**config.mk**
```make
export PLATFORM = sky130hd
export DESIGN_NAME = lidar_capsule_point_interpolator_core
export DESIGN_NICKNAME = d
export VERILOG_FILES = /design/src/design/lcpi_pkg.sv /design/src/design/lcpi_emitter.sv /design/src/design/lidar_capsule_point_interpolator_core.sv
export SDC_FILE = /design/constraint.sdc
export NUM_CORES = 1
export LEC_CHECK = 0
export BUFFER_PORTS_ARGS = -buffer_cell sky130_fd_sc_hd__buf_2
export CORE_MARGIN = 2
export CORE_UTILIZATION = 35
export CTS_BUF_LIST = sky130_fd_sc_hd__clkbuf_4 sky130_fd_sc_hd__clkbuf_8
export DETAILED_ROUTE_END_ITERATION = 6
export GPL_ROUTABILITY_DRIVEN = 1
export PLACE_DENSITY_LB_ADDON = 0.15
export SETUP_SLACK_MARGIN = 0.4
export SYNTH_ARGS = -nofsm -noshare
export SYNTH_HDL_FRONTEND = slang
export SYNTH_SLANG_ARGS = --single-unit
```
**constraint.sdc**
```tcl
create_clock -name clock -period 5 [get_ports clock]
set_input_delay 0.25 -clock clock [delete_from_list [all_inputs] [get_ports clock]]
set_output_delay 0.25 -clock clock [all_outputs]
set_load 0.03 [all_outputs]
```
**src/design/lcpi_pkg.sv**
```systemverilog
// shared types and constants of the capsule point interpolator
package lcpi_pkg;

   localparam int CAPSULE_BYTES      = 84;
   localparam int POINTS_PER_CAPSULE = 32;
   localparam int IDX_W              = $clog2(POINTS_PER_CAPSULE);
   localparam int CAB_W              = IDX_W - 1;
   localparam int POS_W              = 7;
   localparam int CAB_POS_W          = 3;
   localparam int Q6_W               = 15;
   localparam int DELTA_W            = 16;
   localparam int ANGLE_W            = 21;
   localparam int DIST_W             = 14;
   localparam int DATA_W             = 8;

   localparam logic [DELTA_W-1:0] FULL_TURN_Q6 = 16'd23040;
   localparam logic [ANGLE_W-1:0] FULL_TURN_U  = 21'd737280;
   localparam logic [ANGLE_W-1:0] HIGH_LIMIT_U = 21'd716800;
   localparam logic [ANGLE_W-1:0] LOW_LIMIT_U  = 21'd20480;

   localparam logic [3:0] SYNC0_NIBBLE = 4'hA;
   localparam logic [3:0] SYNC1_NIBBLE = 4'h5;

   // capsule header byte positions
   localparam logic [POS_W-1:0] POS_SYNC0    = 7'd0;
   localparam logic [POS_W-1:0] POS_SYNC1    = 7'd1;
   localparam logic [POS_W-1:0] POS_ANGLE_LO = 7'd2;
   localparam logic [POS_W-1:0] POS_ANGLE_HI = 7'd3;

   // byte slots inside a five-byte cabin
   localparam logic [CAB_POS_W-1:0] CAB_DIST0_LO = 3'd0;
   localparam logic [CAB_POS_W-1:0] CAB_DIST0_HI = 3'd1;
   localparam logic [CAB_POS_W-1:0] CAB_DIST1_LO = 3'd2;
   localparam logic [CAB_POS_W-1:0] CAB_DIST1_HI = 3'd3;
   localparam logic [CAB_POS_W-1:0] CAB_COMP     = 3'd4;

   localparam logic KIND_POINT    = 1'b0;
   localparam logic KIND_SYNC_ERR = 1'b1;

   typedef enum logic [1:0] {
      EMIT_IDLE,
      EMIT_DIFF,
      EMIT_RUN,
      EMIT_ERR
   } emit_state_type;

   typedef struct packed {
      logic            run;
      logic            err;
      logic [Q6_W-1:0] prev_angle;
      logic [Q6_W-1:0] cur_angle;
   } emit_req_type;

   typedef struct packed {
      logic              en;
      logic [IDX_W-1:0]  addr;
      logic [DIST_W-1:0] data;
   } store_wr_type;

endpackage

```
**src/design/lcpi_emitter.sv**
```systemverilog
// distance store, angle accumulator sequencer and result register
module lcpi_emitter
   import lcpi_pkg::*;
(
   input  logic               clock,
   input  logic               reset,
   input  emit_req_type       emit_req,
   input  store_wr_type       store_wr,
   output logic               busy,
   output logic               rsp_valid,
   input  logic               rsp_stall,
   output logic               rsp_kind,
   output logic [ANGLE_W-1:0] rsp_point_angle,
   output logic [DIST_W-1:0]  rsp_point_distance,
   output logic               rsp_point_valid,
   output logic               rsp_revolution_start,
   output logic               rsp_last_of_run
);

   localparam logic [IDX_W-1:0] LAST_IDX = IDX_W'(POINTS_PER_CAPSULE - 1);

   emit_state_type state_ff, state_in;

   logic [DIST_W-1:0]  store_ff [POINTS_PER_CAPSULE];
   logic [DIST_W-1:0]  dist_rd_ff;
   logic [IDX_W-1:0]   rd_addr;

   logic [Q6_W-1:0]    p_ff, p_in;
   logic [Q6_W-1:0]    c_ff, c_in;
   logic [DELTA_W-1:0] d_ff, d_in;
   logic [ANGLE_W-1:0] acc_ff, acc_in;
   logic [IDX_W-1:0]   idx_ff, idx_in;
   logic [ANGLE_W-1:0] last_angle_ff, last_angle_in;
   logic               any_emit_ff, any_emit_in;

   logic               rsp_valid_ff, rsp_valid_in;
   logic               kind_ff, kind_in;
   logic [ANGLE_W-1:0] angle_ff, angle_in;
   logic [DIST_W-1:0]  dist_ff, dist_in;
   logic               pvalid_ff, pvalid_in;
   logic               rev_ff, rev_in;
   logic               last_ff, last_in;

   logic               slot_free;
   logic [ANGLE_W-1:0] angle_wrapped;

   always_ff @(posedge clock) begin
      if (store_wr.en) begin
         store_ff[store_wr.addr] <= store_wr.data;
      end
      dist_rd_ff <= store_ff[rd_addr];
   end

   always_ff @(posedge clock) begin
      if (reset) begin
         state_ff      <= EMIT_IDLE;
         rsp_valid_ff  <= 1'b0;
         last_angle_ff <= '0;
         any_emit_ff   <= 1'b0;
      end else begin
         state_ff      <= state_in;
         rsp_valid_ff  <= rsp_valid_in;
         last_angle_ff <= last_angle_in;
         any_emit_ff   <= any_emit_in;
      end
   end

   always_ff @(posedge clock) begin
      p_ff      <= p_in;
      c_ff      <= c_in;
      d_ff      <= d_in;
      acc_ff    <= acc_in;
      idx_ff    <= idx_in;
      kind_ff   <= kind_in;
      angle_ff  <= angle_in;
      dist_ff   <= dist_in;
      pvalid_ff <= pvalid_in;
      rev_ff    <= rev_in;
      last_ff   <= last_in;
   end

   always_comb begin
      state_in      = state_ff;
      p_in          = p_ff;
      c_in          = c_ff;
      d_in          = d_ff;
      acc_in        = acc_ff;
      idx_in        = idx_ff;
      last_angle_in = last_angle_ff;
      any_emit_in   = any_emit_ff;
      kind_in       = kind_ff;
      angle_in      = angle_ff;
      dist_in       = dist_ff;
      pvalid_in     = pvalid_ff;
      rev_in        = rev_ff;
      last_in       = last_ff;
      rd_addr       = idx_ff;

      slot_free     = !rsp_valid_ff || !rsp_stall;
      rsp_valid_in  = rsp_valid_ff && rsp_stall;
      angle_wrapped = (acc_ff > FULL_TURN_U) ? (acc_ff - FULL_TURN_U) : acc_ff;

      case (state_ff)
         EMIT_IDLE: begin
            if (emit_req.err) begin
               state_in = EMIT_ERR;
            end else if (emit_req.run) begin
               p_in     = emit_req.prev_angle;
               c_in     = emit_req.cur_angle;
               idx_in   = '0;
               state_in = EMIT_DIFF;
            end
         end
         EMIT_DIFF: begin
            // start-angle difference, wrapped once through a full turn
            if (p_ff <= c_ff) begin
               d_in = {1'b0, c_ff} - {1'b0, p_ff};
            end else begin
               d_in = FULL_TURN_Q6 + {1'b0, c_ff} - {1'b0, p_ff};
            end
            acc_in   = {1'b0, p_ff, {IDX_W{1'b0}}};
            state_in = EMIT_RUN;
         end
         EMIT_RUN: begin
            if (slot_free) begin
               rsp_valid_in  = 1'b1;
               kind_in       = KIND_POINT;
               angle_in      = angle_wrapped;
               dist_in       = dist_rd_ff;
               pvalid_in     = (dist_rd_ff != '0);
               rev_in        = any_emit_ff && (last_angle_ff > HIGH_LIMIT_U)
                               && (angle_wrapped < LOW_LIMIT_U);
               last_in       = (idx_ff == LAST_IDX);
               last_angle_in = angle_wrapped;
               any_emit_in   = 1'b1;
               // difference goes negative for start angles past a full turn
               acc_in        = acc_ff + {{(ANGLE_W - DELTA_W){d_ff[DELTA_W-1]}}, d_ff};
               idx_in        = idx_ff + 1'b1;
               rd_addr       = idx_ff + 1'b1;
               if (idx_ff == LAST_IDX) begin
                  state_in = EMIT_IDLE;
               end
            end
         end
         EMIT_ERR: begin
            if (slot_free) begin
               rsp_valid_in = 1'b1;
               kind_in      = KIND_SYNC_ERR;
               angle_in     = '0;
               dist_in      = '0;
               pvalid_in    = 1'b0;
               rev_in       = 1'b0;
               last_in      = 1'b1;
               state_in     = EMIT_IDLE;
            end
         end
         default: begin
            state_in = EMIT_IDLE;
         end
      endcase
   end

   assign busy                 = (state_ff != EMIT_IDLE);
   assign rsp_valid            = rsp_valid_ff;
   assign rsp_kind             = kind_ff;
   assign rsp_point_angle      = angle_ff;
   assign rsp_point_distance   = dist_ff;
   assign rsp_point_valid      = pvalid_ff;
   assign rsp_revolution_start = rev_ff;
   assign rsp_last_of_run      = last_ff;

endmodule

```
**src/design/lidar_capsule_point_interpolator_core.sv**
```systemverilog
// top level: capsule byte parser feeding the point emitter
// Bytes that cause no result are taken one per clock while the emitter
// sequencer is idle. A sync failure takes the byte, and the error word is then
// loaded into the result register. A byte that releases a capsule's points is
// followed by forming the start-angle difference, then by each point in turn
// through the single angle adder and the distance store's read port, 32 points
// in all; a stall on rsp_stall holds the sequence. The
// block holds req_stall high while the emitter sequencer is busy, and a
// finished word waits in the result register while the next byte is taken.
module lidar_capsule_point_interpolator_core
   import lcpi_pkg::*;
(
   input  logic               clock,
   input  logic               reset,
   input  logic               req_valid,
   output logic               req_stall,
   input  logic [DATA_W-1:0]  req_data_byte,
   input  logic               req_capsule_start,
   output logic               rsp_valid,
   input  logic               rsp_stall,
   output logic               rsp_kind,
   output logic [ANGLE_W-1:0] rsp_point_angle,
   output logic [DIST_W-1:0]  rsp_point_distance,
   output logic               rsp_point_valid,
   output logic               rsp_revolution_start,
   output logic               rsp_last_of_run
);

   logic [POS_W-1:0]     pos_ff, pos_in;
   logic                 discard_ff, discard_in;
   logic                 prev_valid_ff, prev_valid_in;
   logic [Q6_W-1:0]      prev_angle_ff, prev_angle_in;
   logic [Q6_W-1:0]      cur_angle_ff, cur_angle_in;
   logic [DATA_W-1:0]    held_ff, held_in;
   logic [CAB_POS_W-1:0] cab_j_ff, cab_j_in;
   logic [CAB_W-1:0]     cab_k_ff, cab_k_in;

   logic                 busy;
   logic                 go;
   logic                 advance;
   logic                 prev_valid_cur;
   logic [POS_W-1:0]     pos_cur;
   emit_req_type         emit_req;
   store_wr_type         store_wr;

   always_ff @(posedge clock) begin
      if (reset) begin
         pos_ff        <= '0;
         discard_ff    <= 1'b1;
         prev_valid_ff <= 1'b0;
         prev_angle_ff <= '0;
         cur_angle_ff  <= '0;
         held_ff       <= '0;
         cab_j_ff      <= '0;
         cab_k_ff      <= '0;
      end else begin
         pos_ff        <= pos_in;
         discard_ff    <= discard_in;
         prev_valid_ff <= prev_valid_in;
         prev_angle_ff <= prev_angle_in;
         cur_angle_ff  <= cur_angle_in;
         held_ff       <= held_in;
         cab_j_ff      <= cab_j_in;
         cab_k_ff      <= cab_k_in;
      end
   end

   always_comb begin
      pos_in         = pos_ff;
      discard_in     = discard_ff;
      prev_valid_in  = prev_valid_ff;
      prev_angle_in  = prev_angle_ff;
      cur_angle_in   = cur_angle_ff;
      held_in        = held_ff;
      cab_j_in       = cab_j_ff;
      cab_k_in       = cab_k_ff;
      emit_req       = '0;
      store_wr       = '0;
      go             = 1'b0;
      advance        = 1'b0;
      prev_valid_cur = prev_valid_ff;
      pos_cur        = pos_ff;

      if (req_valid && !req_stall) begin
         if (req_capsule_start) begin
            // capsule cut short
            if (!discard_ff && (pos_ff != '0)) begin
               prev_valid_cur = 1'b0;
            end
            pos_cur = '0;
            go      = 1'b1;
         end else begin
            go = !discard_ff;
         end
      end

      if (go) begin
         discard_in    = 1'b0;
         prev_valid_in = prev_valid_cur;
         advance       = 1'b1;
         case (pos_cur)
            POS_SYNC0, POS_ANGLE_LO: begin
               held_in = req_data_byte;
            end
            POS_SYNC1: begin
               if ((held_ff[7:4] != SYNC0_NIBBLE) || (req_data_byte[7:4] != SYNC1_NIBBLE)) begin
                  prev_valid_in = 1'b0;
                  discard_in    = 1'b1;
                  pos_in        = '0;
                  advance       = 1'b0;
                  emit_req.err  = 1'b1;
               end
            end
            POS_ANGLE_HI: begin
               cur_angle_in = {req_data_byte[6:0], held_ff};
               cab_j_in     = '0;
               cab_k_in     = '0;
               if (!req_data_byte[7] && prev_valid_ff) begin
                  emit_req.run        = 1'b1;
                  emit_req.prev_angle = prev_angle_ff;
                  emit_req.cur_angle  = {req_data_byte[6:0], held_ff};
               end
            end
            default: begin
               case (cab_j_ff)
                  CAB_DIST0_LO, CAB_DIST1_LO: begin
                     held_in = req_data_byte;
                  end
                  CAB_DIST0_HI: begin
                     store_wr.en   = 1'b1;
                     store_wr.addr = {cab_k_ff, 1'b0};
                     store_wr.data = {req_data_byte, held_ff[7:2]};
                  end
                  CAB_DIST1_HI: begin
                     store_wr.en   = 1'b1;
                     store_wr.addr = {cab_k_ff, 1'b1};
                     store_wr.data = {req_data_byte, held_ff[7:2]};
                  end
                  default: begin
                  end
               endcase
               if (cab_j_ff == CAB_COMP) begin
                  cab_j_in = '0;
                  cab_k_in = cab_k_ff + 1'b1;
               end else begin
                  cab_j_in = cab_j_ff + 1'b1;
               end
            end
         endcase

         if (advance) begin
            if (({1'b0, pos_cur} + 1'b1) >= (POS_W + 1)'(CAPSULE_BYTES)) begin
               prev_valid_in = 1'b1;
               prev_angle_in = cur_angle_ff;
               discard_in    = 1'b1;
               pos_in        = '0;
            end else begin
               pos_in = pos_cur + 1'b1;
            end
         end
      end
   end

   assign req_stall = busy;

   lcpi_emitter u_emitter (
      .clock                (clock),
      .reset                (reset),
      .emit_req             (emit_req),
      .store_wr             (store_wr),
      .busy                 (busy),
      .rsp_valid            (rsp_valid),
      .rsp_stall            (rsp_stall),
      .rsp_kind             (rsp_kind),
      .rsp_point_angle      (rsp_point_angle),
      .rsp_point_distance   (rsp_point_distance),
      .rsp_point_valid      (rsp_point_valid),
      .rsp_revolution_start (rsp_revolution_start),
      .rsp_last_of_run      (rsp_last_of_run)
   );

endmodule

```
==> metrics.md <==
| Metric | Value |
|---|---|
| RePlAce Congestion | `0.825` |
| Final nets | `2292` |
| Critical path, cell by cell | `nand2b_4 -> nor2_8 -> mux2i_4 -> mux4_2 -> a211oi_1 -> a32oi_1 -> mux2_2` |
| Measured slew at the worst slew-check pin | `1.14 ns` |
| Total power | `0.0112 W` |
| Fillers | `7563` |
| First-pass GRT wire length | `115 mm` |
| Critical path capture point type | `register` |
| Critical Path AT | `4.74 ns` |
| Max clock buf depth | `3` |
| CP Max Fanout | `40` |
| Worst min-delay path class | `in -> reg` |
| Hold Vio Cnt, Final | `0` |
| Post-Synth Adder-Cell Area | `0.0376` |
| Clk_skew | `0.0434 ns` |
| Aggregate global routing overflow | `0` |
| Io pins | `54` |
| Wire per inst | `22.8 um` |
| Post-synthesis mux area share | `0.102` |
| Initial Util | `0.353` |
| Skew-Pair Late Insertion Delay | `0.73 ns` |
| Crit path time final | `4.13 ns` |
| TritonCTS Buffers | `104` |
| Unrepaired setup endpoints after global routing | `false` |
| Most frequent cells in the layout | `edfxtp_1 (559), nand2_1 (180), nor2_1 (158), clkbuf_8 (115), dfxtp_1 (93)` |
| 1st-iter DRT viols | `1388` |
| Post-Syn Nets | `2141` |
| Largest family of logic cells by synthesized area | `multiplexers` |
| Crit path largest cell delay | `0.76 ns` |
| Clock transition at path regs | `0.06 ns` |
| Worst setup SP type | `register` |
| Final core occ | `0.404` |
| Initial antenna violation count | `3` |
| Most common flop cell mapped by yosys | `edfxtp_1` |
| Seq. cell area | `18600 sq um` |
| Area post-placement | `30700 sq um` |
| Syn Inst Count | `2049` |
| Detailed Place HPWL | `49.7 mm` |
| Die width | `291 um` |
| Warnings from Yosys | `0` |
| Routed Antenna Nets | `0` |
| IO Port Bufs | `53` |
| LEAKAGE | `12.8 nW` |
| Area of the multi-input gates | `9550 sq um` |
| Number of synthesized register bits | `652` |
| Root buffer cell | `clkbuf_8` |
| Largest net degree at the start of global routing | `66` |
| Crit path max-delay cell type | `a211oi_1` |
| Distinct cells, synth | `72` |
| Vias/cell | `5.24` |
| Layout area overhead | `14.5%` |
| Post-synth EDFFs | `559` |
| Max cap viols | `0` |
| Total track usage | `0.180` |
| Synth Area in Compound Gates | `0.0727` |
| Die H | `291 um` |
| Async S/R FF share, synth | `0` |
| Fin crit share | `0.827` |
| CTS Sinks | `652` |
| Number of remaining DRC errors | `0` |
| Max H-tree Level | `3` |
| Vias | `17609` |
| Pwr dens | `339 nW/um^2` |
| Most common cell after layout, fill and taps aside | `edfxtp_1` |
| Xor-xnor portion of the synthesized cell area | `0.0160` |
| Cell count after placement | `3156` |
| Cell Count, Final, Fillers Out | `3363` |
| Setup CP Type | `reg -> reg` |
| Worst rel slew slack | `0.238` |
| Share of cells above drive strength 1 | `0.192` |
| Setup-failing EPs final | `0` |
| Post-synthesis sequential area ratio | `0.646` |
| Fin area | `33100 sq um` |
| Maximum clock rate | `242 MHz` |
| Final wirelength | `76.7 mm` |
| Maximum vdd drop | `172 uV` |
| Top Family by Delay on Critical Path | `multiplexers` |
| Critical path required time | `5.60 ns` |
| Post-Syn Area | `28900 sq um` |
| Buf/Inv on CP | `0` |
| Post-Syn Area per Cell | `14.1 sq um` |
| Vias in the first global route | `17836` |
| Final setup TNS | `0 ns` |
| Status | `finished clean` |
| DR pass1 iterations | `5` |
| TritonCTS clock tree | `done` |
| Core Box Area | `81800 sq um` |
| DIE AREA | `84800 sq um` |
| Core Rows | `105` |
| Final Slew Violations | `0` |
| Post-synthesis simple-gate area fraction | `0.100` |
-- synth_stat cells (all sizes together) (4+ instances only) --
cell type	instances	share of area
nor3b	8	0.0023
o211ai	17	0.0044
a2111oi	14	0.0049
nand4	10	0.0022
dfxtp	93	0.065
o221ai	14	0.0042
nor4	13	0.0028
fa	13	0.0090
nand3	38	0.0066
a211oi	22	0.0057
nor2	159	0.021
o21a	8	0.0021
o31ai	7	0.0018
a32oi	13	0.0039
mux2i	85	0.029
nor2b	22	0.0049
xor2	22	0.0067
or4	4	0.0010
xnor2	30	0.0094
and3	11	0.0024
nand2	181	0.024
a21o	9	0.0023
nand4b	4	0.0012
nor3	33	0.0059
nand3b	4	0.0010
and2	81	0.018
o21bai	4	0.0010
buf	42	0.0087
a41oi	4	0.0012
edfxtp	559	0.58
a311oi	16	0.0049
a21oi	76	0.013
clkbuf	61	0.0079
ha	66	0.029
or3	6	0.0013
inv	69	0.0090
mux2	15	0.0059
o21ai	62	0.011
nand2b	15	0.0035
mux4	85	0.066
a31oi	26	0.0056
-- state kept, by name, indices dropped and copies added (netlist names), 2 cells and up --
name                          flops
prev_angle_ff                    15
u_emitter.idx_ff                  5
cur_angle_ff                     15
u_emitter.c_ff                   15
u_emitter.d_ff                   16
u_emitter.acc_ff                 21
cab_k_ff                          4
cab_j_ff                          3
u_emitter.dist_rd_ff             14
pos_ff                            7
u_emitter.last_angle_ff          21
u_emitter.state_ff                2
u_emitter.p_ff                   15
u_emitter.store_ff              448
u_emitter.rsp_point_angle        21
held_ff                           8
u_emitter.rsp_point_distance     14
-- what timing repair did --
item	4_1_cts	5_1_grt
gates resized for setup	0	2
endpoints found under the hold margin	22	0
setup buffers	0	0
setup endpoints to repair	0	59
hold buffers	8	0
-- report_power, final --
| group | internal [W] | switching (W) | total, W |
|---|---|---|---|
| Sequential | 0.00588 | 0.0000398 | 0.00592 |
| Clock | 0.00263 | 0.00216 | 0.00479 |
| Combinational | 0.000180 | 0.000314 | 0.000493 |
| Total | 0.00869 | 0.00251 | 0.0112 |
-- metal layers --
layer  global-route usage  wire length, um  vias to the layer above
met3               0.0334             4340                      114
li1                     -                -                     8097
met4               0.0519             1670                        0
met1                0.261            36100                     8910
met5                    0                0                        -
met2                0.277            34500                      488
-- worst paths after layout --
check                                    from                           to  slack (ns)  cells after the start
setup / recovery        u_emitter.state_ff[1]      u_emitter.dist_rd_ff[4]        0.87                      7
hold / removal                          reset             prev_angle_ff[9]        0.09                      2
setup reg to reg        u_emitter.state_ff[1]      u_emitter.dist_rd_ff[4]        0.87                      7
hold reg to reg   u_emitter.last_angle_ff[16]  u_emitter.last_angle_ff[16]        0.45                      2
-- logic make-up after synthesis --
family	count (synthesis)
flip-flops	652
AND/OR/NAND/NOR	597
AO/OA/AOI/OAI	311
multiplexers	185
buffers and inverters	173
adder cells (fa/ha/maj)	79
XOR/XNOR	52
-- metrics by stage --
step                hold WS, ns  setup WS (ns)
floorplan                 0.386           1.19
global placement          0.442          0.552
CTS                      0.0456          0.525
detailed placement        0.445          0.544
finish                   0.0935          0.866
global route              0.104          0.541
-- worst reg2reg max path, cell delays in order (launching register included) --
cell and delay, ns:
dfxtp_1 0.54, nand2b_4 0.34, nor2_8 0.61, mux2i_4 0.74, mux4_2 0.42, a211oi_1 0.76, a32oi_1 0.26, mux2_2 0.36
-- cell type report --
cell class / count / area share
multi-input combinational: 1224 / 0.289
clock buffer: 147 / 0.0551
timing repair buffer: 148 / 0.0313
inverter: 70 / 0.00795
sequential: 652 / 0.564
clock inverter: 48 / 0.0118
antenna: 4 / 0.000303
tap: 1070 / 0.0405
(Power assumes the default switching activity.)
